===== config.mk =====
export PLATFORM = sky130hd
export DESIGN_NAME = kmce_lane
export DESIGN_NICKNAME = d
export VERILOG_FILES = /design/src/design/kmce_pkg.sv /design/src/design/kmce_lane.sv
export SDC_FILE = /design/constraint.sdc
export NUM_CORES = 2
export LEC_CHECK = 0
export BUFFER_PORTS_ARGS = -buffer_cell sky130_fd_sc_hd__buf_2
export CAP_MARGIN = 20
export CORE_ASPECT_RATIO = 0.8
export CORE_UTILIZATION = 45
export CTS_CLUSTER_DIAMETER = 40
export DETAILED_ROUTE_END_ITERATION = 8
export PLACE_DENSITY = 0.7
export SYNTH_ARGS = -nofsm -noshare
export SYNTH_HDL_FRONTEND = slang
export SYNTH_SLANG_ARGS = --single-unit

===== constraint.sdc =====
create_clock -name clk -period 10.2 [get_ports clk]
set_input_delay 2.55 -clock clk [delete_from_list [all_inputs] [get_ports clk]]
set_output_delay 2.55 -clock clk [all_outputs]
set_load 0.05 [all_outputs]

===== src/design/kmce_pkg.sv =====
package kmce_pkg;

    localparam int NUM_DIMS   = 4;
    localparam int NUM_CLUST  = 3;
    localparam int COORD_W    = 16;
    localparam int DIFF_W     = COORD_W + 1;
    localparam int SQ_W       = 2 * COORD_W + 1;
    localparam int DIST_W     = SQ_W + 2;
    localparam int CID_W      = 2;
    localparam int DIM_IW     = 2;
    localparam int CFG_IDX_W  = 2;
    localparam int CFG_DATA_W = 16;
    localparam int INIT_W     = 8;
    localparam int PASS_W     = 16;
    localparam int COUNT_W    = 9;
    localparam int DRAIN_W    = 3;
    // Drain count after the walk; covers the lane and merge pipeline with margin
    localparam int PIPE_DRAIN = 6;

    typedef logic signed [COORD_W-1:0] coord_t;
    typedef logic [NUM_DIMS-1:0][COORD_W-1:0] point_t;
    typedef logic [DIST_W-1:0] dist_t;
    typedef logic [CID_W-1:0] cid_t;
    typedef logic [DIM_IW-1:0] dim_idx_t;

    typedef enum logic [1:0] {
        CMD_CLEAR = 2'd0,
        CMD_LOAD  = 2'd1,
        CMD_RUN   = 2'd2,
        CMD_QUERY = 2'd3
    } cmd_t;

    typedef enum logic [CFG_IDX_W-1:0] {
        CFG_INIT0 = 2'd0,
        CFG_INIT1 = 2'd1,
        CFG_INIT2 = 2'd2,
        CFG_LIMIT = 2'd3
    } cfg_idx_t;

    typedef enum logic [2:0] {
        ST_IDLE,
        ST_INIT,
        ST_PASS,
        ST_DRAIN,
        ST_DIVIDE,
        ST_CHECK,
        ST_OUTPUT
    } state_t;

    typedef struct packed {
        logic valid;
        logic clear;
    } merge_ctl_t;

endpackage


===== src/design/kmce_lane.sv =====
module kmce_lane (
    input  logic              clk,
    input  logic              rst_n,
    input  logic              in_valid,
    input  kmce_pkg::point_t  point,
    input  kmce_pkg::point_t  center,
    output logic              out_valid,
    output kmce_pkg::dist_t   distance
);

    logic signed [kmce_pkg::DIFF_W-1:0]   diff [kmce_pkg::NUM_DIMS];
    logic signed [2*kmce_pkg::DIFF_W-1:0] prod [kmce_pkg::NUM_DIMS];
    logic [kmce_pkg::SQ_W-1:0]            sq_next [kmce_pkg::NUM_DIMS];
    logic [kmce_pkg::SQ_W-1:0]            sq_reg [kmce_pkg::NUM_DIMS];
    logic                                 sq_valid_reg;
    kmce_pkg::dist_t                      dist_next;
    kmce_pkg::dist_t                      dist_reg;
    logic                                 out_valid_reg;

    // Square each coordinate difference
    always_comb
    begin
        for (int d = 0; d < kmce_pkg::NUM_DIMS; d++)
        begin
            diff[d] = kmce_pkg::DIFF_W'($signed(point[d]))
                    - kmce_pkg::DIFF_W'($signed(center[d]));
            prod[d] = diff[d] * diff[d];
            sq_next[d] = prod[d][kmce_pkg::SQ_W-1:0];
        end
    end

    // Add the squares
    always_comb
    begin
        dist_next = '0;
        for (int d = 0; d < kmce_pkg::NUM_DIMS; d++)
        begin
            dist_next = dist_next + kmce_pkg::DIST_W'(sq_reg[d]);
        end
    end

    always_ff @(posedge clk or negedge rst_n)
    begin
        if (!rst_n)
        begin
            sq_valid_reg  <= 1'b0;
            out_valid_reg <= 1'b0;
        end
        else
        begin
            sq_valid_reg  <= in_valid;
            out_valid_reg <= sq_valid_reg;
        end
    end

    always_ff @(posedge clk)
    begin
        sq_reg   <= sq_next;
        dist_reg <= dist_next;
    end

    assign out_valid = out_valid_reg;
    assign distance  = dist_reg;

endmodule


# ---- Word-level counts from Yosys, hierarchy flattened
# Index checks and enable logic that the tools add are counted.
dict set report classes {
  addsub 7
  n_mul 4
}
# op n
set op_table {}
lappend op_table {{17-bit by 17-bit multiplier with 33-bit output} 4}
lappend op_table {{16-bit by 16-bit subtractor with 17-bit output} 4}
lappend op_table {{34-bit by 33-bit adder with 35-bit output} 1}
lappend op_table {{35-bit by 33-bit adder with 35-bit output} 1}
lappend op_table {{33-bit by 33-bit adder with 34-bit output} 1}
dict set report totals {
  register_bits 169
  inputBits 131
  output_inout_bits 36
}

# ---- Longest topological paths before layout
dict set report depth {
  word_depth 3
  depth_mapped 37
}

# ---- Worst setup path after synthesis
# OpenSTA, ideal clock, no wires.
dict set report synth_timing {
  kind {input port to flip-flop}
  start {input port point[48] (netlist bit)}
  end {register sq_reg[31] (netlist bit)}
  setup_time_ns 0.072
  arrival_ns 10.175
  setup_slack_ns -0.047
  path_stages 34
  path_buffers 1
  cell_sequence {inv_1 ha_1 fa_1 nor2b_1 o21ai_0 a21boi_1 o211ai_1 a31o_2 a21oi_1 o21ai_0 a21o_1 clkinv_1 clkbuf_1 nor2_1 fa_1 inv_1 fa_1 inv_1 fa_1 fa_1 fa_1 inv_1 fa_1 inv_1 ha_1 a21o_1 a21o_1 a21oi_1 o21a_1 o21ai_0 a2111oi_0 o31ai_1 a21oi_1 xnor2_1}
}
# item line_no
set synth_rtl {}
lappend synth_rtl {{start: declaration} kmce_lane.sv:5} ;# input kmce_pkg::point_t point,
lappend synth_rtl {{end signal: assignment} kmce_lane.sv:58} ;# sq_reg <= sq_next;
lappend synth_rtl {{end: declaration} kmce_lane.sv:14} ;# logic [kmce_pkg::SQ_W-1:0] sq_reg [kmce_pkg::NUM_DIMS];

==> flow_metrics.env <==
export IMPL_critPathTopFamily="adder cells"
export IMPL_synthDistinctLibCells=84
export IMPL_rsz0062_at_grt="false"
export IMPL_r2r_start="sq_reg[35]$_DFF_P_"
export IMPL_startpoint="point[16]"
export IMPL_cp_end_kind="register"
export IMPL_syn_to_final_growth_pct=13.0
export IMPL_drc=0
export IMPL_rows=105
export IMPL_routed_via_density=4.94
export IMPL_die_h_um=289
export IMPL_die_x_um=361
export IMPL_fin_skew_ns=0.0203
export IMPL_finalHoldViolations=0
export IMPL_drv_slew=0
export IMPL_slowest_stage="fa_1"
export IMPL_yosysWarnings=0
export IMPL_dpl_worst_slack_ns=-0.345
export IMPL_reg2reg_to="distance[34]$_DFF_P_"
export IMPL_drive_gt1_frac=0.124
export IMPL_nets=7175
export IMPL_largest_reg_flops=128
export IMPL_finalSetupViolations=0
export IMPL_status="complete, no violations"
export IMPL_fin_area_sq_um=52500
export IMPL_core_sq_um=102000
export IMPL_nFillCells=9315
export IMPL_antenna_found_initial=1
export IMPL_grt_usage=0.227
export IMPL_avgSynthCellArea_sq_um=9.30
export IMPL_critPathMaxFanout=9
export IMPL_dpl_instance_area_sq_um=51800
export IMPL_period_minus_slack_ns=9.86
export IMPL_critPathMaxStageDelay_ns=0.53
export IMPL_hold_path_class="reg2reg"
export IMPL_placed_cells=6823
export IMPL_cpMostUsedCell="fa_1"
export IMPL_vias=33892
export IMPL_drtPass1Iterations=6
export IMPL_cts_buffers=17
export IMPL_place_gp_congestion=0.945
export IMPL_synthArstFlopShare=0.0121
export IMPL_synth_edf_count=0
export IMPL_ys_seq_elements=165
export IMPL_timing_final_ws_setup_ns=0.344
export IMPL_n_antenna_cell=0
export IMPL_cts_root_buf="clkbuf_16"
export IMPL_whs_path_depth=0
export IMPL_required_ns=10.60
export IMPL_grt_overflow=0
export IMPL_syn_area_sq_um=46500
export IMPL_wl_um=112000
export IMPL_h_tree_depth=4
export IMPL_cp_endpoint="sq_reg[98]$_DFF_P_"
export IMPL_dp_hpwl_um=99300
export IMPL_cts_tree="built"
export IMPL_r2r_worst_path_cells=14
export IMPL_clkSinkCount=165
export IMPL_grt_pass1_wl_um=187000
export IMPL_slew_limit_headroom=0.519
export IMPL_final_cell_mix="1,399 x inv_1, 1,125 x fa_1, 438 x nor2_1"
export IMPL_worst_slew_pin_slew_ns=0.719
export IMPL_start_util=0.454
export IMPL_cp_depth=34
export IMPL_grt_pass1_vias=36550
export IMPL_startpoint_type="input port"
export IMPL_synthFlopType="dfxtp_1"
export IMPL_final_common_cell="inv_1"
export IMPL_wl_per_cell_um=16.3
export IMPL_maxCapViolations=0
export IMPL_critical_path_class="in2reg"
export IMPL_clock_latency_ns=0.47
export IMPL_period_share=0.966
export IMPL_clockBufferDepth=2
export IMPL_synthCells=4996
export IMPL_die_area_sq_um=105000
export IMPL_crit_buf_inv=8
export IMPL_seq_area_frac_synth=0.0713
export IMPL_rrSetupSlack_ns=5.62
export IMPL_max_freq_mhz=101
export IMPL_ant_nets=0
export IMPL_cts_reportedPaths_clkPinSlew_ns=0.07
export IMPL_port_buffers=166
export IMPL_final_cells=6859
export IMPL_drtIter0Drc=2038
export IMPL_io_pin_count=167
export IMPL_cp_arrival_ns=10.26
export IMPL_grt_max_degree=20
## through the flow
step / utilization / hold WS [ns] / setup TNS (ns)
floorplan: - / 0.331 / 0
global placement: 0.505 / 0.334 / -1.64
detailed placement: 0.505 / 0.340 / -2.81
CTS: 0.511 / 0.356 / 0
global route: 0.513 / 0.360 / 0
finish: 0.513 / 0.350 / 0
## logic make-up after synthesis
family,share of synthesized area
AO/OA/AOI/OAI,0.0712
XOR/XNOR,0.0427
adder cells (fa/ha/maj),0.595
buffers and inverters,0.122
flip-flops,0.0713
multiplexers,0.000942
other,0.000162
AND/OR/NAND/NOR,0.0964
## worst min-delay path by stage
stage,start,to,slack [ns]
3_5_place_dp,sq_valid_reg$_DFF_PN0_,out_valid$_DFF_PN0_,0.34
4_1_cts,sq_valid_reg$_DFF_PN0_,out_valid$_DFF_PN0_,0.36
3_3_place_gp,sq_valid_reg$_DFF_PN0_,out_valid$_DFF_PN0_,0.33
2_1_floorplan,sq_valid_reg$_DFF_PN0_,out_valid$_DFF_PN0_,0.33
5_1_grt,sq_valid_reg$_DFF_PN0_,out_valid$_DFF_PN0_,0.36
6_report,sq_valid_reg$_DFF_PN0_,out_valid$_DFF_PN0_,0.35
## metal layers
layer / routed length (um) / GRT usage / share of wire / vias up
met5: 0 / 0 / 0 / -
li1: - / - / - / 15856
met2: 50500 / 0.363 / 0.45 / 1061
met4: 2140 / 0.0451 / 0.019 / 0
met3: 8610 / 0.0396 / 0.077 / 116
met1: 50400 / 0.325 / 0.45 / 16859
## area by class of cell
| class | instances | area (sq um) | area share |
|---|---|---|---|
| Clock inverter | 12 | 140 | 0.00267 |
| Sequential cell | 165 | 3310 | 0.0631 |
| Inverter | 1421 | 5340 | 0.102 |
| Timing Repair Buffer | 581 | 4010 | 0.0764 |
| Clock buffer | 20 | 457 | 0.00869 |
| Tap cell | 1337 | 1670 | 0.0318 |
| Multi-Input combinational cell | 3323 | 37600 | 0.716 |
## cells in the mapped netlist, types with 16 or more instances
cell type,n,share of area
xnor2_1,171,0.032
dfxtp_1,163,0.070
nor2_1,440,0.036
inv_1,1402,0.11
nand2_1,405,0.033
o21ai_0,76,0.0082
o21bai_1,16,0.0026
o211ai_1,17,0.0027
a21o_1,76,0.012
fa_1,1125,0.48
ha_1,410,0.11
or2_2,18,0.0024
o21a_1,36,0.0058
nand3_1,34,0.0037
nand2b_1,37,0.0050
nor2b_1,27,0.0036
clkbuf_1,81,0.0065
nor3_1,35,0.0038
a21oi_1,133,0.014
a211oi_1,20,0.0032
xor2_1,52,0.0098
## what timing repair did
item / CTS / global route
endpoints found under the setup margin: 0 / 18
buffers inserted: 0 / 4
gates resized for setup: 0 / 34
hold buffers: 0 / 0
Power is not shown: default switching activity piles up to over one toggle a cycle in this logic, so the estimate is an artifact.
