### config.mk
export PLATFORM = sky130hd
export DESIGN_NAME = kmce_merge
export DESIGN_NICKNAME = d
export VERILOG_FILES = /design/src/design/kmce_pkg.sv /design/src/design/kmce_merge.sv
export SDC_FILE = /design/constraint.sdc
export NUM_CORES = 1
export LEC_CHECK = 0
export BUFFER_PORTS_ARGS = -buffer_cell sky130_fd_sc_hd__buf_2
export CORE_MARGIN = 2
export CORE_UTILIZATION = 60
export CTS_CLUSTER_SIZE = 28
export DETAILED_ROUTE_END_ITERATION = 7
export PLACE_DENSITY = 0.88
export SYNTH_ARGS = -nofsm -noshare
export SYNTH_HDL_FRONTEND = slang
export SYNTH_SLANG_ARGS = --single-unit
export TNS_END_PERCENT = 5
### constraint.sdc
create_clock -name clk -period 12.49 [get_ports clk]
set_clock_uncertainty 0.2 [all_clocks]
set_input_delay 0.6245 -clock clk [delete_from_list [all_inputs] [get_ports clk]]
set_output_delay 0.6245 -clock clk [all_outputs]
set_load 0.005 [all_outputs]
### src/design/kmce_pkg.sv
package kmce_pkg;

    localparam int NUM_DIMS   = 4;
    localparam int NUM_CLUST  = 3;
    localparam int COORD_W    = 16;
    localparam int DIFF_W     = COORD_W + 1;
    localparam int SQ_W       = 2 * COORD_W + 1;
    localparam int DIST_W     = SQ_W + 2;
    localparam int CID_W      = 2;
    localparam int DIM_IW     = 2;
    localparam int CFG_IDX_W  = 2;
    localparam int CFG_DATA_W = 16;
    localparam int INIT_W     = 8;
    localparam int PASS_W     = 16;
    localparam int COUNT_W    = 9;
    localparam int DRAIN_W    = 3;
    // Drain count after the walk; covers the lane and merge pipeline with margin
    localparam int PIPE_DRAIN = 6;

    typedef logic signed [COORD_W-1:0] coord_t;
    typedef logic [NUM_DIMS-1:0][COORD_W-1:0] point_t;
    typedef logic [DIST_W-1:0] dist_t;
    typedef logic [CID_W-1:0] cid_t;
    typedef logic [DIM_IW-1:0] dim_idx_t;

    typedef enum logic [1:0] {
        CMD_CLEAR = 2'd0,
        CMD_LOAD  = 2'd1,
        CMD_RUN   = 2'd2,
        CMD_QUERY = 2'd3
    } cmd_t;

    typedef enum logic [CFG_IDX_W-1:0] {
        CFG_INIT0 = 2'd0,
        CFG_INIT1 = 2'd1,
        CFG_INIT2 = 2'd2,
        CFG_LIMIT = 2'd3
    } cfg_idx_t;

    typedef enum logic [2:0] {
        ST_IDLE,
        ST_INIT,
        ST_PASS,
        ST_DRAIN,
        ST_DIVIDE,
        ST_CHECK,
        ST_OUTPUT
    } state_t;

    typedef struct packed {
        logic valid;
        logic clear;
    } merge_ctl_t;

endpackage

### src/design/kmce_merge.sv
module kmce_merge #(
    parameter int AW    = 8,
    parameter int CW    = 9,
    parameter int SUM_W = 25
) (
    input  logic                    clk,
    input  logic                    rst_n,
    input  kmce_pkg::merge_ctl_t    ctl,
    input  kmce_pkg::dist_t         dists [kmce_pkg::NUM_CLUST],
    input  kmce_pkg::point_t        point,
    input  logic [AW-1:0]           idx,
    output logic                    asg_we,
    output logic [AW-1:0]           asg_addr,
    output kmce_pkg::cid_t          asg_data,
    output logic signed [SUM_W-1:0] sums [kmce_pkg::NUM_CLUST][kmce_pkg::NUM_DIMS],
    output logic [CW-1:0]           counts [kmce_pkg::NUM_CLUST]
);

    kmce_pkg::cid_t          best_next;
    kmce_pkg::dist_t         bestd;
    kmce_pkg::cid_t          best_reg;
    logic                    a_valid_reg;
    kmce_pkg::point_t        pt_reg;
    logic [AW-1:0]           idx_reg;
    logic signed [SUM_W-1:0] sum_reg [kmce_pkg::NUM_CLUST][kmce_pkg::NUM_DIMS];
    logic [CW-1:0]           count_reg [kmce_pkg::NUM_CLUST];

    // Nearest center, lowest index on a tie
    always_comb
    begin
        best_next = '0;
        bestd     = dists[0];
        for (int k = 1; k < kmce_pkg::NUM_CLUST; k++)
        begin
            if (dists[k] < bestd)
            begin
                bestd     = dists[k];
                best_next = kmce_pkg::CID_W'(k);
            end
        end
    end

    always_ff @(posedge clk or negedge rst_n)
    begin
        if (!rst_n)
        begin
            a_valid_reg <= 1'b0;
            for (int k = 0; k < kmce_pkg::NUM_CLUST; k++)
            begin
                count_reg[k] <= '0;
                for (int d = 0; d < kmce_pkg::NUM_DIMS; d++)
                begin
                    sum_reg[k][d] <= '0;
                end
            end
        end
        else
        begin
            a_valid_reg <= ctl.valid;
            if (ctl.clear)
            begin
                for (int k = 0; k < kmce_pkg::NUM_CLUST; k++)
                begin
                    count_reg[k] <= '0;
                    for (int d = 0; d < kmce_pkg::NUM_DIMS; d++)
                    begin
                        sum_reg[k][d] <= '0;
                    end
                end
            end
            else if (a_valid_reg)
            begin
                count_reg[best_reg] <= count_reg[best_reg] + CW'(1);
                for (int d = 0; d < kmce_pkg::NUM_DIMS; d++)
                begin
                    sum_reg[best_reg][d] <= sum_reg[best_reg][d]
                                          + SUM_W'($signed(pt_reg[d]));
                end
            end
        end
    end

    always_ff @(posedge clk)
    begin
        best_reg <= best_next;
        pt_reg   <= point;
        idx_reg  <= idx;
    end

    assign asg_we   = a_valid_reg;
    assign asg_addr = idx_reg;
    assign asg_data = best_reg;
    assign sums     = sum_reg;
    assign counts   = count_reg;

endmodule

-- After elaboration in Yosys (flattened, before gate mapping)
Cells that the tools add are included.
- $add $sub $neg: 5
- bitwise logic cells: 1
- magnitude comparators: 4
- multiplexer cells: 27
- reduce and logical (&&, ||, !) cells: 2
- operator list (cell ; count):
    $bwmux 300 ; 4
    $demux 100 s2 ; 4
    $mux 300 ; 2
    $mux 100 ; 3
    $bmux 100 s2 ; 1
    $add 25x16->25 ; 4
    $mux 75 ; 1
    $lt 35x35->1 ; 2
    $mux 27 ; 2
    $mux 50 ; 1
    $mux 35 ; 1
    $bwmux 27 ; 1
    $mux 9 ; 3
    $mux 25 ; 1
    $bmux 9 s2 ; 1
    $demux 9 s2 ; 1
    $add 9x1->9 const B ; 1
    $ge 3x3->1 const B ; 1
    $lt 3x1->1 const B ; 1
    $not 2->3 ; 1
    $reduce_bool 2->1 ; 1
    $logic_and 1x1->1 ; 1
    $mux 1 ; 1
- logic and storage cells: 61
- flip-flop bits (word level): 402

-- Depth between registers and ports, before layout
- word-level depth: 11
- gate-level depth with buffers: 20
- gate-level depth less buffers: 19

-- Worst setup path after synthesis
No wires, ideal clock.
- path kind: flip-flop to flip-flop
- start: reg best_reg[1] (netlist: asg_data[1])
- end: reg sum_reg (netlist bit sums[73])
- cell stages (with the launch flop): 17
- arrival: 4456 ps
- setup slack: 7706 ps
- path buffers: 5
- setup time: 128 ps
- path through: dfxtp_1 > clkbuf_1 > buf_2 > clkbuf_1 > buf_1 > buf_2 > mux2i_1 > o21ai_0 > ha_1 > a211o_1 > or3_4 > o32ai_4 > nor3_2 > or3_4 > a311oi_2 > xor2_1 > o21ai_1
- cells in the longest elaborated chain, start to end: 11
- RTL lines (element ; RTL line ; text):
    start, declared ; kmce_merge.sv:21 ; kmce_pkg::cid_t best_reg;
    start signal, assigned ; kmce_merge.sv:85 ; best_reg <= best_next;
    $not 2->3 (implied by the code) (*) ; kmce_merge.sv:76 ; sum_reg[best_reg][d] <= sum_reg[best_reg][d]
    $bmux 100 s2 ; kmce_merge.sv:76 ;
    $mux 100 (implied by the code) (2 in series) ; kmce_merge.sv:76 ;
    $add 25x16->25 ; kmce_merge.sv:77 ; + SUM_W'($signed(pt_reg[d]));
    $bwmux 300 (3 in series) ; kmce_merge.sv:76 ;
    $bwmux 300 (*) ; kmce_merge.sv:76 ;
    $mux 300 (*) ; kmce_merge.sv:71 ; else if (a_valid_reg)
    $mux 300 (*) ; kmce_merge.sv:60 ; if (ctl.clear)
    end signal, assigned by index ; kmce_merge.sv:76 ;
    end, declared ; kmce_merge.sv:25 ; logic signed [SUM_W-1:0] sum_reg [kmce_pkg::NUM_CLUST][kmce_pkg::NUM_DIMS];
Mark *: on every way between the ends. The rest lies on a longest branch, timed or not. The select of a mux whose other input is x is not followed.
A chain may end at the register's enable or synchronous reset.

-- Worst setup path in the final report
- start: reg best_reg[1] (netlist: asg_data[1])
- end: reg sum_reg (netlist bit sums[224])
The elaborated chain is that of the path after synthesis.

==> results.ini <==
[run_status]
status=finished, final reports clean

[yosys]
synth_common_cells=nand2_1 (606), a21oi_1 (372), dfrtp_1 (328)
synth-seq-area-share_pct=41.08
synth_top_area_cell=dfrtp_1
async_flop_share_pct=81.59
synth.distinct_cells=67
netlist_instances=2797
synth_edf_count=0
synth.most_common_cell=nand2_1
syn_avg_cell_area_sq_um=8.433
yosys_most_used_dff=dfrtp_1
yosysTopAreaCellShare_pct=34.80
netlist_area_sq_um=23590
synth.top_cells.by_area=dfrtp_1 (35%), nand2_1 (9.6%), ha_1 (8.8%)
yosysWarningCount=0
ys_seq_elements=402
synth_nets=3147

[worst_setup_path]
critPathLaunchType=register
path_cells=buf_4 > buf_4 > nor2b_4 > buf_4 > nand2_1 > o21ai_0 > ha_1 > fa_1 > a211o_1 > a21oi_1 > o21ai_0 > a21oi_1 > o21a_1 > mux2i_1 > a2111oi_0 > o21ai_0
startpoint=asg_data[1]
end_kind=register
required_ps=12720
slowest_delay_ps=730
worst_r2r_startpoint=asg_data[1]
critPathSlowestCell=buf_4
r2r_slack_ps=6670
crit_type=register to register
crit_fanout=50
cp.arrival_ps=6050

[floorplan]
row_count=72
ios=519
core_area_sq_um=38740
dieArea_sq_um=40920
die_y_um=202.3
start_util_pct=60.89
die_x_um=202.3

[placement]
finalWeightedCongestion=0.9592
io_buffers=518
hpwlAfterDp_mm=53.70
place_ws_ps=6793

[sta]
fin_crit_sh_pct=46.62
fin_ws_ps=6667
rsz0062_at_grt=false
setup_violations=0
relSlewSlack_pct=23.31
hold_viol_final=0
worst_pin_slew_ps=1150
tns_ps=0
post-route-min-period_ps=5823
maxSlewViolCount=0
fmax_ghz=0.1717

[drt]
top_layer_used=met5
dr.pass1.iters=6
num_vias=24280
drtAntennaViolNets=0
dr_wl_met2_mm=37.79
wl_met3_mm=10.30
drc_errors=0
drt_wl_total_mm=83.74
detail_route.wl_per_cell_um=21.79
wl_met1_mm=29.25
drtIter0Drc=2360
vias_per_cell=6.316

[power]
powerDensity_nw_per_um2=147.6
ir_worst_vdd_v=0.0001353
power.leakage_nw=14.23

[final_layout]
layout-drive-gt1-share_pct=19.29
largest_reg_flops=300
layout-area-overhead-vs-synth_pct=21.35
finalNetCount=3638

[clock_tree]
clkTransAtPathRegs_ps=60
cts.sinks=402
numCtsBuffers=43
clockBufferDepth=3
cts.htree.levels=2
root_buffer=clkbuf_16
cts_setup_buffers=0
cts_tree=yes
clock_latency_ps=600

[global_routing]
grt_pass1_vias=24480
grt_pass1_wl_mm=130.8
track_usage_pct=40.26
antenna_found_initial=6
gr-total-overflow=0
grt_max_degree=124

[min_path]
hp-class=primary input to register
min_from=dists[70]

[job]
maxCapViolCount=0

[metal layers]
layer / vias up / track usage, %
li1: 10820 / -
met1: 11450 / 46.93
met4: 4 / 28.65
met3: 415 / 12.40
met2: 1588 / 63.27
met5: - / 0
[cells by family (layout without fill, tap and decap cells)]
group,count (synthesis),in the layout,share of synthesized area (%)
and+or+nand+nor,997,997,18.07
DFF,402,402,41.08
xor gates and xnor gates,77,77,2.859
buffers and inverters,230,756,3.687
adders and majority gates,169,169,9.092
muxes,118,118,5.007
other,0,3,0
AOI/OAI and AO/OA,804,804,20.21
[cell usage in the layout, fill, tap and decap left out, drive strengths merged, types with 5 or more instances in the layout]
| cell type | n |
|---|---|
| a2111oi | 15 |
| a211o | 5 |
| a211oi | 46 |
| a21o | 54 |
| a21oi | 372 |
| a311o | 12 |
| a31oi | 14 |
| and3 | 16 |
| buf | 541 |
| clkbuf | 68 |
| clkinv | 10 |
| dfrtp | 328 |
| dfxtp | 74 |
| dlygate4sd3 | 74 |
| ha | 165 |
| inv | 61 |
| mux2i | 118 |
| nand2 | 606 |
| nand2b | 15 |
| nand3 | 58 |
| nand4 | 28 |
| nor2 | 166 |
| nor2b | 14 |
| nor3 | 32 |
| nor3b | 8 |
| nor4 | 11 |
| o211ai | 14 |
| o21a | 21 |
| o21ai | 183 |
| o21bai | 17 |
| o22ai | 7 |
| o311ai | 5 |
| o31ai | 7 |
| or2 | 5 |
| or3 | 17 |
| xnor2 | 56 |
| xor2 | 21 |
[worst max-delay path: cells and delay by family (launching register included)]
kind                       cells  cell delay (ps)
and+or+nand+nor                2              220
AOI/OAI and AO/OA              8             2290
DFF                            1              330
muxes                          1               90
buffers and inverters          3             1780
adders and majority gates      2              710
[per-stage QoR]
step                      instance area, sq um  total power [W]  instances  hold WS, ps  utilization, %
final                                    28620         0.004225       3844        194.2           73.89
after global routing                     28620         0.004410       3842        210.0           73.88
after CTS                                28620         0.004168       3841        179.8           73.87
after detailed placement                 26430         0.002851       3687        323.8           68.24
after global placement                   26430         0.002805       3687        313.6           68.24
after floorplan                          23590         0.002387       2797        128.9               -
[power breakdown]
group	switching [W]	internal, W
combinational	0.000871	0.000507
clock	0.000554	0.000754
sequential	0.000119	0.00142
total	0.00154	0.00268
[final cells by class]
type,instances,area [sq um]
antenna,3,7.507
clock buffer,67,1286
clock inverter,13,155.1
fill,2671,10110
inverter,60,225.2
multi-input combinational,2165,13070
sequential,402,9697
tap,518,648.1
timing repair buffer,616,3532
[what timing repair did]
item / 4_1_cts / 5_1_grt
gates resized for setup: 0 / 0
hold endpoints to repair: 172 / 0
hold buffers: 74 / 0
[path summary, 6_finish.rpt]
kind	to	cells after the start
max	sums[224]	16
min	asg_data[1]	3
max reg2reg	sums[224]	16
min reg2reg	sums[73]	2
max in group asynchronous	sums[89]	3
min in group asynchronous	sums[25]	2
Note: power is estimated with default switching activity, not from simulation.
