`config.mk`:
```
export PLATFORM = sky130hd
export DESIGN_NAME = kmce_div
export DESIGN_NICKNAME = d
export VERILOG_FILES = /design/src/design/kmce_pkg.sv /design/src/design/kmce_div.sv
export SDC_FILE = /design/constraint.sdc
export NUM_CORES = 1
export LEC_CHECK = 0
export BUFFER_PORTS_ARGS = -buffer_cell sky130_fd_sc_hd__buf_2
export CAP_MARGIN = 30
export CORE_ASPECT_RATIO = 1.25
export CORE_UTILIZATION = 50
export CTS_CLUSTER_DIAMETER = 40
export DETAILED_ROUTE_END_ITERATION = 10
export MAX_ROUTING_LAYER = met4
export PLACE_DENSITY = 0.8
export REMOVE_ABC_BUFFERS = 1
export SYNTH_ARGS = -nofsm -noshare
export SYNTH_HDL_FRONTEND = slang
export SYNTH_SLANG_ARGS = --single-unit
```
`constraint.sdc`:
```
create_clock -name clk -period 3.55 [get_ports clk]
set_input_delay 0.1775 -clock clk [delete_from_list [all_inputs] [get_ports clk]]
set_output_delay 0.1775 -clock clk [all_outputs]
set_load 0.01 [all_outputs]
```
`src/design/kmce_pkg.sv`:
```
package kmce_pkg;

    localparam int NUM_DIMS   = 4;
    localparam int NUM_CLUST  = 3;
    localparam int COORD_W    = 16;
    localparam int DIFF_W     = COORD_W + 1;
    localparam int SQ_W       = 2 * COORD_W + 1;
    localparam int DIST_W     = SQ_W + 2;
    localparam int CID_W      = 2;
    localparam int DIM_IW     = 2;
    localparam int CFG_IDX_W  = 2;
    localparam int CFG_DATA_W = 16;
    localparam int INIT_W     = 8;
    localparam int PASS_W     = 16;
    localparam int COUNT_W    = 9;
    localparam int DRAIN_W    = 3;
    // Drain count after the walk; covers the lane and merge pipeline with margin
    localparam int PIPE_DRAIN = 6;

    typedef logic signed [COORD_W-1:0] coord_t;
    typedef logic [NUM_DIMS-1:0][COORD_W-1:0] point_t;
    typedef logic [DIST_W-1:0] dist_t;
    typedef logic [CID_W-1:0] cid_t;
    typedef logic [DIM_IW-1:0] dim_idx_t;

    typedef enum logic [1:0] {
        CMD_CLEAR = 2'd0,
        CMD_LOAD  = 2'd1,
        CMD_RUN   = 2'd2,
        CMD_QUERY = 2'd3
    } cmd_t;

    typedef enum logic [CFG_IDX_W-1:0] {
        CFG_INIT0 = 2'd0,
        CFG_INIT1 = 2'd1,
        CFG_INIT2 = 2'd2,
        CFG_LIMIT = 2'd3
    } cfg_idx_t;

    typedef enum logic [2:0] {
        ST_IDLE,
        ST_INIT,
        ST_PASS,
        ST_DRAIN,
        ST_DIVIDE,
        ST_CHECK,
        ST_OUTPUT
    } state_t;

    typedef struct packed {
        logic valid;
        logic clear;
    } merge_ctl_t;

endpackage

```
`src/design/kmce_div.sv`:
```
module kmce_div #(
    parameter int NUM_W = 25,
    parameter int DEN_W = 9
) (
    input  logic                    clk,
    input  logic                    rst_n,
    input  logic                    start,
    input  logic signed [NUM_W-1:0] num,
    input  logic [DEN_W-1:0]        den,
    output logic                    done,
    output kmce_pkg::coord_t        quo
);

    localparam int CNT_W = $clog2(NUM_W + 1);

    logic              busy_reg;
    logic              done_reg;
    logic              neg_reg;
    logic [CNT_W-1:0]  cnt_reg;
    logic [NUM_W-1:0]  mag_reg;
    logic [NUM_W-1:0]  quo_reg;
    logic [DEN_W-1:0]  den_reg;
    logic [DEN_W:0]    rem_reg;
    logic [DEN_W:0]    rem_sh;
    logic [DEN_W:0]    rem_next;
    logic              qbit;
    logic [NUM_W-1:0]  quo_signed;

    // One quotient bit per cycle, restoring
    always_comb
    begin
        rem_sh = {rem_reg[DEN_W-1:0], mag_reg[NUM_W-1]};
        qbit   = (rem_sh >= {1'b0, den_reg});
        rem_next = qbit ? (rem_sh - {1'b0, den_reg}) : rem_sh;
        quo_signed = neg_reg ? (NUM_W'(0) - quo_reg) : quo_reg;
    end

    always_ff @(posedge clk or negedge rst_n)
    begin
        if (!rst_n)
        begin
            busy_reg <= 1'b0;
            done_reg <= 1'b0;
            cnt_reg  <= '0;
        end
        else
        begin
            done_reg <= 1'b0;
            if (start)
            begin
                busy_reg <= 1'b1;
                cnt_reg  <= '0;
            end
            else if (busy_reg)
            begin
                cnt_reg <= cnt_reg + CNT_W'(1);
                if (cnt_reg == CNT_W'(NUM_W - 1))
                begin
                    busy_reg <= 1'b0;
                    done_reg <= 1'b1;
                end
            end
        end
    end

    always_ff @(posedge clk)
    begin
        if (start)
        begin
            neg_reg <= num[NUM_W-1];
            mag_reg <= num[NUM_W-1] ? (NUM_W'(0) - num) : num;
            den_reg <= den;
            rem_reg <= '0;
            quo_reg <= '0;
        end
        else if (busy_reg)
        begin
            mag_reg <= {mag_reg[NUM_W-2:0], 1'b0};
            rem_reg <= rem_next;
            quo_reg <= {quo_reg[NUM_W-2:0], qbit};
        end
    end

    assign done = done_reg;
    assign quo  = quo_signed[kmce_pkg::COORD_W-1:0];

endmodule

```
## Word level (Yosys, flattened, before mapping)

Cells that the tools add are included.

| storage, ports and cells | value |
|---|---|
| register bits | 67 |
| bits of input ports | 37 |
| output and inout bits | 17 |
| logic and storage cells | 28 |

| operators by class | value |
|---|---|
| add/subtract/negate cells | 4 |
| order comparisons | 1 |
| eq/ne operators | 1 |
| muxes and demuxes | 13 |
| reduce and logical (&&, ||, !) cells | 1 |

Operators with widths:

| operator | count |
|---|---|
| 25-bit two-way mux | 3 |
| 1-bit by 25-bit subtractor with 25-bit output (first input constant) | 1 |
| 16-bit two-way mux | 1 |
| 1-bit by 16-bit subtractor with 16-bit output (first input constant) | 1 |
| 10-bit by 9-bit >= comparator with 1-bit output | 1 |
| 5-bit two-way mux | 2 |
| 9-bit two-way mux | 1 |
| 9-bit subtractor | 1 |
| 1-bit two-way mux | 6 |
| 5-bit by 1-bit adder with 5-bit output (second input constant) | 1 |
| 5-bit == test (second input constant) | 1 |
| 2-bit nonzero test | 1 |

## Longest topological paths before layout

Gate-level depths: netlist (run 1).

| depth | value |
|---|---|
| depth in word-level cells | 4 |
| gate-level depth with buffers | 9 |

## Worst setup path before layout (run 1)

Ideal clock, no wire load.

| timing | value |
|---|---|
| path type | register to register |
| start | register mag_reg[24] |
| end | register rem_reg[5] |
| library setup time | 0.091 ns |
| arrival time | 2.151 ns |
| data required time | 3.459 ns |
| path slack | 1.308 ns |
| cell stages (with the launch flop) | 10 |
| buffers on the path | 0 |
| period minus slack after synthesis | 2.242 ns |
| cell sequence | edfxtp_1 inv_1 ha_1 inv_1 fa_1 a211oi_1 o31a_2 o211a_2 nand2_1 a311oi_1 |

| between the ends | value |
|---|---|
| longest elaborated chain between the ends | 2 |
| elaborated cells between the ends (all ways) | 3 |

RTL lines:

| item | line | text |
|---|---|---|
| from (decl) | kmce_div.sv:20 | `logic [NUM_W-1:0] mag_reg;` |
| from (signal assigned) | kmce_div.sv:71 | `mag_reg <= num[NUM_W-1] ? (NUM_W'(0) - num) : num;` |
| from (signal assigned) | kmce_div.sv:78 | `mag_reg <= {mag_reg[NUM_W-2:0], 1'b0};` |
| 9-bit subtractor or 10-bit by 9-bit >= comparator with 1-bit output (tied branches) | kmce_div.sv:34, kmce_div.sv:33 |  |
| 9-bit two-way mux * | kmce_div.sv:34 | `rem_next = qbit ? (rem_sh - {1'b0, den_reg}) : rem_sh;` |
| to (signal assigned) | kmce_div.sv:79 | `rem_reg <= rem_next;` |
| to (decl) | kmce_div.sv:23 | `logic [DEN_W:0] rem_reg;` |

Mark *: on every way between the ends. The rest lies on a longest branch, timed or not.
A chain may end at the register's enable or synchronous reset.

## Final worst setup path (run 1)

Same ends and word-level chain as after synthesis.

==> impl_metrics.py, run 1 <==
metrics = {
    "run_status": {
        "status": "complete, no violations",
    },
    "place": {
        "placed_cell_area_um2": 4323,
        "dp_cells": 537,
        "hpwlAfterDp_um": 5589,
        "place_congestion": 0.8913,
        "port_buffers": 53,
    },
    "drt": {
        "drt_iter0_markers": 165,
        "routed_via_density": 5.549,
        "drt_wl_total_um": 7991,
        "num_vias": 3091,
        "routedWlPerCell_um": 14.35,
        "antenna_left": 0,
        "drc_errors": 0,
        "dr.pass1.iters": 4,
    },
    "worst_setup_path": {
        "r2r_end": "rem_reg[5]",
        "start_kind": "flip-flop",
        "r2r_cells": 9,
        "critPathArrivalTime_ps": 2770,
        "rrSetupSlack_ps": 1020,
        "end_kind": "flip-flop",
        "crit_type": "reg2reg",
        "r2r-start": "mag_reg[24]",
        "cp_max_fo": 6,
        "crit_required_ps": 3800,
    },
    "clocking": {
        "cts-hold-fix-buffers": 3,
        "cts_tree": "yes",
        "cts.path.max_buffers": 2,
        "h-tree-depth": 3,
        "cts-root-buf": "clkbuf_8",
        "postCtsSetupBuffers": 0,
        "clkTransAtPathRegs_ps": 70,
        "cts.sinks": 67,
        "cts-buffers-inserted": 9,
        "cts_resized": 0,
        "clk_latency_ps": 340,
    },
    "finish": {
        "ff_latch_area_um2": 1727,
        "final_cell_mix": "nor2_1 (59), buf_2 (53), edfxtp_1 (35)",
        "nets": 508,
        "final_common_cell": "nor2_1",
        "syn_to_final_growth_pct": 14.73,
        "fin_util_pct": 58.90,
        "drive_gt1_share_pct": 18.61,
        "diodes": 0,
        "fillers": 667,
        "multiInputGateArea_um2": 2130,
        "largest_register_ffs": 25,
        "design_area_um2": 4589,
        "layoutNonFillerInstCount": 557,
    },
    "sta": {
        "fmax_ghz": 0.3955,
        "fin_hold_ws_ps": 13.13,
        "finalHoldViolCount": 0,
        "rsz0062_at_grt": "no",
        "timing.final.crit_share_pct": 71.23,
        "setup_viol": 0,
        "min_period_ps": 2529,
        "slew_viol_final": 0,
        "slew_headroom_pct": 34.36,
        "setup_tns_ps": 0,
        "clock_skew_ps": 11.06,
        "tightest_slew_ps": 984.7,
    },
    "logic_synthesis": {
        "ys_ff_latch": 67,
        "netlist_area_um2": 4000,
        "syn_area_per_cell_um2": 9.852,
        "synth_edf_count": 35,
        "synthCells": 406,
        "synth_cell_types": 56,
        "ys_warn_count": 0,
        "ys.flop_type": "edfxtp_1",
        "ys_async_sr_fraction_pct": 10.45,
        "yosysSeqAreaShare_pct": 43.17,
    },
    "min_path": {
        "min-delay-path-class": "in2reg",
        "hp-start": "den[6]",
        "hold_path_depth": 1,
        "min_to": "den_reg[6]",
    },
    "floorplanning": {
        "fp.dieArea_um2": 8364,
        "die_w_um": 82,
        "fp.dieH_um": 102,
        "row_count": 36,
        "boundaryPins": 54,
        "coreArea_um2": 7792,
        "initial_core_util_pct": 51.33,
    },
    "grt": {
        "grt_first_pass_wirelength_um": 13130,
        "overflow": 0,
        "grt_start_max_net_pins": 61,
        "antenna_found_initial": 0,
        "grt_util_all_layers_pct": 20.87,
        "grt_pass1_vias": 2945,
    },
    "run": {
        "drv_cap": 0,
    },
    "pwr": {
        "p_leak_nw": 2.042,
        "power.density_nw_per_um2": 559.0,
        "ir_worst_vdd_mv": 0.3123,
    },
}
cells by family (layout without fill, tap and decap cells):
kind of cell	Yosys count	after routing	synth area share, %
flops	67	67	43.17
compound gates	81	81	14.20
simple gates	139	139	18.70
xor+xnor	41	41	8.977
fa+ha+maj	14	14	4.567
buf+inv	37	93	3.597
mux	27	27	6.788
report_power, final:
group | internal, W | switching [W]
combinational | 0.000382 | 0.000481
sequential | 0.000916 | 0.0000631
clock | 0.000434 | 0.000289
total | 0.00173 | 0.000833
cell usage after synthesis, types with 2 or more instances:
master / instances / area share, %
and2_1: 2 / 0.31
a21o_1: 2 / 0.38
ha_1: 13 / 4.1
nor3b_1: 2 / 0.38
xnor2_1: 15 / 3.3
nor4_4: 3 / 1.6
xor2_1: 26 / 5.7
a21oi_1: 27 / 3.4
clkbuf_1: 16 / 1.5
mux2i_1: 26 / 6.5
nand4_1: 3 / 0.47
inv_1: 18 / 1.7
or3_4: 2 / 0.56
a211oi_1: 6 / 1.1
a311o_1: 2 / 0.50
o211ai_1: 3 / 0.56
nand3b_1: 6 / 1.1
nand4b_1: 3 / 0.66
edfxtp_1: 35 / 26
a311oi_1: 4 / 0.88
nor2_1: 59 / 5.5
dfxtp_1: 25 / 13
dfrtp_1: 7 / 4.4
nor3_1: 4 / 0.50
o31ai_1: 9 / 1.7
o21ai_0: 10 / 1.3
nor2b_1: 4 / 0.63
o41ai_1: 6 / 1.3
nor4_1: 3 / 0.47
or3_1: 5 / 0.78
nand2b_1: 8 / 1.3
nand3_1: 5 / 0.63
nand2_1: 24 / 2.3
worst max-delay path: stages (launching register included):
cell	delay, ps
edfxtp_1	390
inv_1	70
ha_1	180
inv_1	60
fa_1	410
a211oi_1	420
o31a_2	290
o211a_2	290
nand2_1	80
a311oi_1	250
layout make-up:
class | instances | area share [%]
inverter | 18 | 1.472
tap | 95 | 2.590
clock inverter | 5 | 1.609
timing repair buffer | 59 | 6.979
sequential | 67 | 37.62
clock buffer | 11 | 3.326
multi-input combinational | 302 | 46.40
worst max-delay path by stage:
stage,from,end,slack [ps],cells past startpoint
finish,mag_reg[24],rem_reg[5],1020,9
global route,mag_reg[24],rem_reg[0],790,9
CTS,mag_reg[24],rem_reg[0],1040,9
detailed placement,mag_reg[24],rem_reg[8],1050,9
global placement,mag_reg[24],rem_reg[0],1160,9
floorplan,mag_reg[24],rem_reg[5],1310,9
routing by layer:
metal	wire [um]	GRT usage, %	part of all wire (%)	up-vias
met1	3583	24.77	45	1439
met3	291	3.661	3.6	14
li1	-	-	-	1558
met4	153	8.907	1.9	0
met2	3963	34.39	50	80
met5	0	-	0	-
through the flow:
stage / setup slack (ps) / power, W
2_1_floorplan: 1308 / 0.001604
3_3_place_gp: 1156 / 0.001806
3_5_place_dp: 1053 / 0.001846
4_1_cts: 1036 / 0.002577
5_1_grt: 787.8 / 0.002719
6_report: 1021 / 0.002565
Note: power is estimated with default switching activity, not from simulation.
==> run 2, diff against run 1 <==
- clock period: 3.55 -> 2.5 ns (I/O delays scaled with it)
==> run 2 against run 1 <==
Effect of this change:
- the run now ends with negative setup slack left
- global-route usage grew 0.77 points
- wire length is 1.4% higher
- setup slack got worse by 1000 ps
- total power grew 39%
- die area stayed put
- cell area grew 1.6%
- clock power grew 21%
- worst hold slack improved by 87 ps
- critical path depth is 1 higher
- highest routed layer unchanged
==> impl_metrics.py, run 2 (synthesis results as in run 1) <==
metrics = {
    "place": {
        "hpwlAfterDp_um": 5503,
        "place_congestion": 0.8584,
        "placed_cell_area_um2": 4345,
        "port_buffers": 53,
        "place_ws_ps": 60.00,
    },
    "pwr": {
        "power.density_nw_per_um2": 762.7,
        "pwr-share-comb_pct": 36.3,
        "clkPwrFrac_pct": 24.5,
        "seqPwrFrac_pct": 39.2,
        "ir_worst_vdd_mv": 0.4196,
        "p_leak_nw": 2.068,
        "swShare_pct": 34.10,
        "p_int_w": 0.002343,
        "power.net_switching_w": 0.001212,
    },
    "worst_setup_path": {
        "end_kind": "flip-flop",
        "critical_path.most_common_cell": "inv_1",
        "critPathTopFamily": "compound AO/OA/AOI/OAI gates",
        "critical-path-max-stage-delay_ps": 430,
        "cp_max_fo": 3,
        "path_depth": 10,
        "r2r_cells": 10,
        "critPathBufInv": 3,
        "crit_type": "reg2reg",
        "cpMaxStageDelayCell": "fa_1",
        "startpoint": "mag_reg[24]",
        "r2r-start": "mag_reg[24]",
        "crit_path_cell_trace": "inv_1 -> ha_1 -> inv_1 -> fa_1 -> a211oi_2 -> o31a_2 -> buf_4 -> xnor2_1 -> mux2i_1 -> a211oi_1",
        "start_kind": "flip-flop",
        "critPathArrivalTime_ps": 2770,
        "crit_required_ps": 2740,
    },
    "sta": {
        "slew_viol_final": 0,
        "tightest_slew_ps": 611.9,
        "setup_tns_ps": -22.87,
        "setup_viol": 1,
        "finalHoldViolCount": 0,
        "slew_headroom_pct": 59.20,
        "worst_slack_ps": -22.87,
        "fmax_ghz": 0.3964,
        "timing.final.crit_share_pct": 100.9,
        "clock_skew_ps": 8.985,
        "min_period_ps": 2523,
    },
    "finish": {
        "largest_register_ffs": 25,
        "syn_to_final_growth_pct": 16.55,
        "fillers": 679,
        "final_common_cell": "nor2_1",
        "design_area_um2": 4662,
        "nets": 518,
        "diodes": 0,
        "drive_gt1_share_pct": 19.49,
        "final_cell_mix": "nor2_1 (59), buf_2 (53), edfxtp_1 (35)",
    },
    "clocking": {
        "clkTransAtPathRegs_ps": 80,
        "clk_latency_ps": 350,
        "cts-root-buf": "clkbuf_8",
        "cts.sinks": 67,
        "cts.path.max_buffers": 2,
        "cts-buffers-inserted": 9,
        "h-tree-depth": 3,
        "cts_tree": "yes",
    },
    "floorplanning": {
        "row_count": 36,
        "fp.dieH_um": 102,
        "die_w_um": 82,
        "initial_core_util_pct": 51.33,
        "coreArea_um2": 7792,
        "fp.dieArea_um2": 8364,
        "boundaryPins": 54,
    },
    "drt": {
        "dr.pass1.iters": 4,
        "drc_errors": 0,
        "routedWlPerCell_um": 14.28,
        "drt_wl_total_um": 8099,
        "drt_iter0_markers": 145,
        "antenna_left": 0,
        "routed_via_density": 5.561,
        "num_vias": 3153,
    },
    "grt": {
        "grt_start_max_net_pins": 46,
        "antenna_found_initial": 0,
        "grt_first_pass_wirelength_um": 13320,
        "grt_util_all_layers_pct": 21.64,
        "grt_pass1_vias": 2991,
        "overflow": 0,
    },
    "run": {
        "drv_cap": 0,
    },
    "min_path": {
        "hp-start": "num[0]",
        "hold_path_depth": 2,
        "min-delay-path-class": "in2reg",
    },
    "run_status": {
        "status": "finished, violations left",
        "violations": "negative setup slack",
    },
}
## run 2: cell types whose count changed in the layout (fill, tap and decap cells not counted), sizes merged
cell,previous run,this run
bufinv,2,1
dlygate4sd3,4,10
clkinv,3,5
buf,55,59
clkbuf,11,10
## run 2: what timing repair did
item	CTS	global route
hold endpoints to repair	16	0
buffers inserted	0	1
setup endpoints to repair	0	10
gates resized for setup	0	4
hold buffers	10	0
## run 2: power groups by stage
| stage | logic [W] | clock network [W] | registers (W) |
|---|---|---|---|
| 6_report | 0.00129 | 0.000873 | 0.00139 |
| 3_5_place_dp | 0.00121 | 0 | 0.00141 |
| 2_1_floorplan | 0.000887 | 0 | 0.00139 |
| 3_3_place_gp | 0.00118 | 0 | 0.00141 |
| 5_1_grt | 0.00143 | 0.000933 | 0.00141 |
| 4_1_cts | 0.00124 | 0.000888 | 0.00139 |
## run 2: worst reg2reg max path, stage by stage (launching register included)
cell and delay (ps):
edfxtp_1 390, inv_1 70, ha_1 180, inv_1 70
fa_1 430, a211oi_2 330, o31a_2 260, buf_4 140
xnor2_1 120, mux2i_1 110, a211oi_1 310
## run 2: through the flow
stage / hold WS [ps] / util, % / std cells / total power [W]
finish: 100.1 / 59.83 / 567 / 0.003556
global route: 108.1 / 59.83 / 567 / 0.003774
CTS: 103.8 / 59.41 / 566 / 0.003524
detailed placement: -32.73 / 55.76 / 540 / 0.002629
global placement: -37.93 / 55.76 / 540 / 0.002584
floorplan: -170.6 / - / 387 / 0.002278
## run 2: worst paths after layout
| check | to | slack [ps] |
|---|---|---|
| hold / removal | mag_reg[0] | 100 |
| setup reg to reg | rem_reg[6] | -20 |
| min in group asynchronous | cnt_reg[1] | 130 |
| hold reg to reg | rem_reg[5] | 500 |
| max in group asynchronous | cnt_reg[4] | 2220 |
| setup / recovery | rem_reg[6] | -20 |
## run 2: final cells by class
cell class / instances / area (um^2) / share of cell area [%]
repair buffers: 69 / 410.4 / 8.803
multi-input cells: 302 / 2155 / 46.22
clock buffers: 10 / 127.6 / 2.738
flip-flops and latches: 67 / 1727 / 37.04
inverters: 18 / 67.56 / 1.449
clock inverters: 6 / 56.30 / 1.208
well taps: 95 / 118.9 / 2.550
## run 2: per-layer routing
metal  routed length, um  GRT usage, %  vias to the layer above
met5                   0             -                        -
met4                 306         11.88                        0
met3                 303         3.571                       27
met2                3941         34.52                       80
met1                3548         25.74                     1464
li1                    -             -                     1582
==> run 3, diff against run 2 <==
- ABC_CLOCK_PERIOD_IN_PS: not set -> 2200
- PLACE_DENSITY: 0.8 -> 0.83
- SETUP_SLACK_MARGIN: not set -> 0.05
- clock period: 2.5 -> 2.2 ns (I/O delays scaled with it)
==> run 3 against run 2 <==
Effect of this change:
- the run still ends with negative setup slack left
- cell area rose by 3.1%
- total power up 15%
- sequential share of layout area shrank 1.1 points
- final cell count grew 1.9%
- combinational power rose by 25%
- setup slack got worse by 6.3 ps
- sequential power rose by 14%
- wire length increased by 4.7%
- via count rose by 3.8%
- critical path depth decreased by 1
- core utilization rose by 1.8 points
- global-route usage increased by 0.41 points
- critical path type unchanged
- largest cell class unchanged
==> impl_metrics.py, run 3 (synthesis results as in run 1) <==
metrics = {
    "sta": {
        "timing.final.crit_share_pct": 101.3,
        "fmax_ghz": 0.4486,
        "setup_viol": 3,
        "rsz0062_at_grt": "yes",
        "clock_skew_ps": 12.83,
        "slew_viol_final": 0,
        "worst_slack_ps": -29.13,
        "tightest_slew_ps": 609.6,
        "finalHoldViolCount": 0,
        "min_period_ps": 2229,
        "slew_headroom_pct": 59.36,
    },
    "clocking": {
        "cts-root-buf": "clkbuf_8",
        "cts.path.max_buffers": 2,
        "cts_tree": "yes",
        "cts.sinks": 67,
        "h-tree-depth": 3,
        "cts-buffers-inserted": 9,
        "clk_latency_ps": 360,
        "clkTransAtPathRegs_ps": 70,
    },
    "drt": {
        "dr.pass1.iters": 4,
        "drt_iter0_markers": 144,
        "antenna_left": 0,
        "routedWlPerCell_um": 14.67,
        "num_vias": 3274,
        "drc_errors": 0,
        "routed_via_density": 5.664,
        "drt_wl_total_um": 8480,
    },
    "pwr": {
        "p_leak_nw": 2.130,
        "power_w": 0.004100,
        "clkPwrFrac_pct": 22.2,
        "p_int_w": 0.002672,
        "power.density_nw_per_um2": 853.2,
        "seqPwrFrac_pct": 38.5,
        "ir_worst_vdd_mv": 0.5245,
        "pwr-share-comb_pct": 39.3,
        "power.net_switching_w": 0.001429,
        "swShare_pct": 34.84,
    },
    "finish": {
        "largest_register_ffs": 25,
        "syn_to_final_growth_pct": 20.14,
        "final_common_cell": "nor2_1",
        "final_cell_mix": "nor2_1 (59), buf_2 (53), edfxtp_1 (35)",
        "fillers": 647,
        "nets": 529,
        "design_area_um2": 4806,
        "drive_gt1_share_pct": 24.22,
        "diodes": 0,
    },
    "worst_setup_path": {
        "critical-path-max-stage-delay_ps": 400,
        "path_depth": 9,
        "r2r_cells": 9,
        "crit_path_cell_trace": "inv_1 -> ha_2 -> inv_2 -> fa_2 -> a211oi_2 -> o31a_2 -> o211a_4 -> nand2_1 -> a311oi_2",
        "crit_required_ps": 2450,
        "cpMaxStageDelayCell": "edfxtp_1",
        "critPathBufInv": 2,
        "critPathTopFamily": "compound AO/OA/AOI/OAI gates",
        "cp_max_fo": 6,
        "crit_type": "reg2reg",
        "critPathArrivalTime_ps": 2480,
        "start_kind": "flip-flop",
        "end_kind": "flip-flop",
    },
    "floorplanning": {
        "boundaryPins": 54,
        "die_w_um": 82,
        "row_count": 36,
        "coreArea_um2": 7792,
        "initial_core_util_pct": 51.33,
        "fp.dieArea_um2": 8364,
        "fp.dieH_um": 102,
    },
    "run": {
        "drv_cap": 0,
    },
    "run_status": {
        "status": "finished, violations left",
        "violations": "negative setup slack",
    },
    "place": {
        "port_buffers": 53,
        "placed_cell_area_um2": 4413,
        "place_congestion": 0.8025,
        "hpwlAfterDp_um": 5630,
    },
    "min_path": {
        "hold_path_depth": 2,
        "min-delay-path-class": "in2reg",
    },
    "grt": {
        "overflow": 0,
        "grt_start_max_net_pins": 43,
        "grt_first_pass_wirelength_um": 13540,
        "grt_pass1_vias": 3084,
        "grt_util_all_layers_pct": 22.05,
        "antenna_found_initial": 0,
    },
}
-- run 3: power groups by stage --
stage	registers (W)	logic [W]	clock network [W]
2_1_floorplan	0.00158	0.00101	0
3_3_place_gp	0.00160	0.00140	0
3_5_place_dp	0.00160	0.00144	0
4_1_cts	0.00158	0.00153	0.000926
5_1_grt	0.00160	0.00178	0.000989
6_report	0.00158	0.00161	0.000909
-- run 3: worst paths after layout --
path	end	slack (ps)	from
min in group asynchronous	done	120	rst_n
worst max register to register	rem_reg[7]	-30	mag_reg[24]
max in group asynchronous	cnt_reg[3]	1930	rst_n
worst min-delay path	mag_reg[0]	90	num[0]
worst max-delay path	rem_reg[7]	-30	mag_reg[24]
worst min register to register	rem_reg[2]	500	rem_reg[2]
-- run 3: through the flow --
step                      setup TNS (ps)  std cells  hold slack (ps)  util [%]  setup slack, ps
after global routing              -891.3        578            99.81     61.67           -162.5
after global placement                 0        549           -47.63     56.63            22.18
final                             -55.53        578            92.15     61.67           -29.13
after floorplan                   -223.1        387           -185.6         -           -41.78
after CTS                              0        577            82.13     61.01            29.65
after detailed placement          -616.1        549           -46.48     56.63           -140.6
-- run 3: worst register-to-register path, stage by stage (launching register included) --
cell      delay [ps]
edfxtp_1         400
inv_1             80
ha_2             200
inv_2             40
fa_2             340
a211oi_2         240
o31a_2           240
o211a_4          220
nand2_1           80
a311oi_2         300
-- run 3: metal layers --
| metal | GRT usage [%] | vias to the layer above | wire length (um) |
|---|---|---|---|
| met5 | - | - | 0 |
| met4 | 8.232 | 0 | 116 |
| met3 | 4.464 | 12 | 335 |
| met2 | 36.30 | 89 | 4212 |
| met1 | 26.32 | 1575 | 3816 |
| li1 | - | 1598 | - |
-- run 3: cell type report --
type	instances	area [um^2]	area share, %
Multi-Input combinational cell	302	2230	46.39
Inverter	18	67.56	1.406
Sequential cell	67	1729	35.98
Timing Repair Buffer	80	496.7	10.34
Tap cell	95	118.9	2.473
Clock buffer	13	148.9	3.098
Clock inverter	3	15.01	0.3124
-- run 3: timing repair --
action | in CTS | in global routing
hold buffers | 10 | 0
gates resized for setup | 14 | 9
endpoints found under the hold margin | 16 | 0
pin swaps | 6 | 8
buffers inserted | 2 | 1
endpoints found under the setup margin | 13 | 13
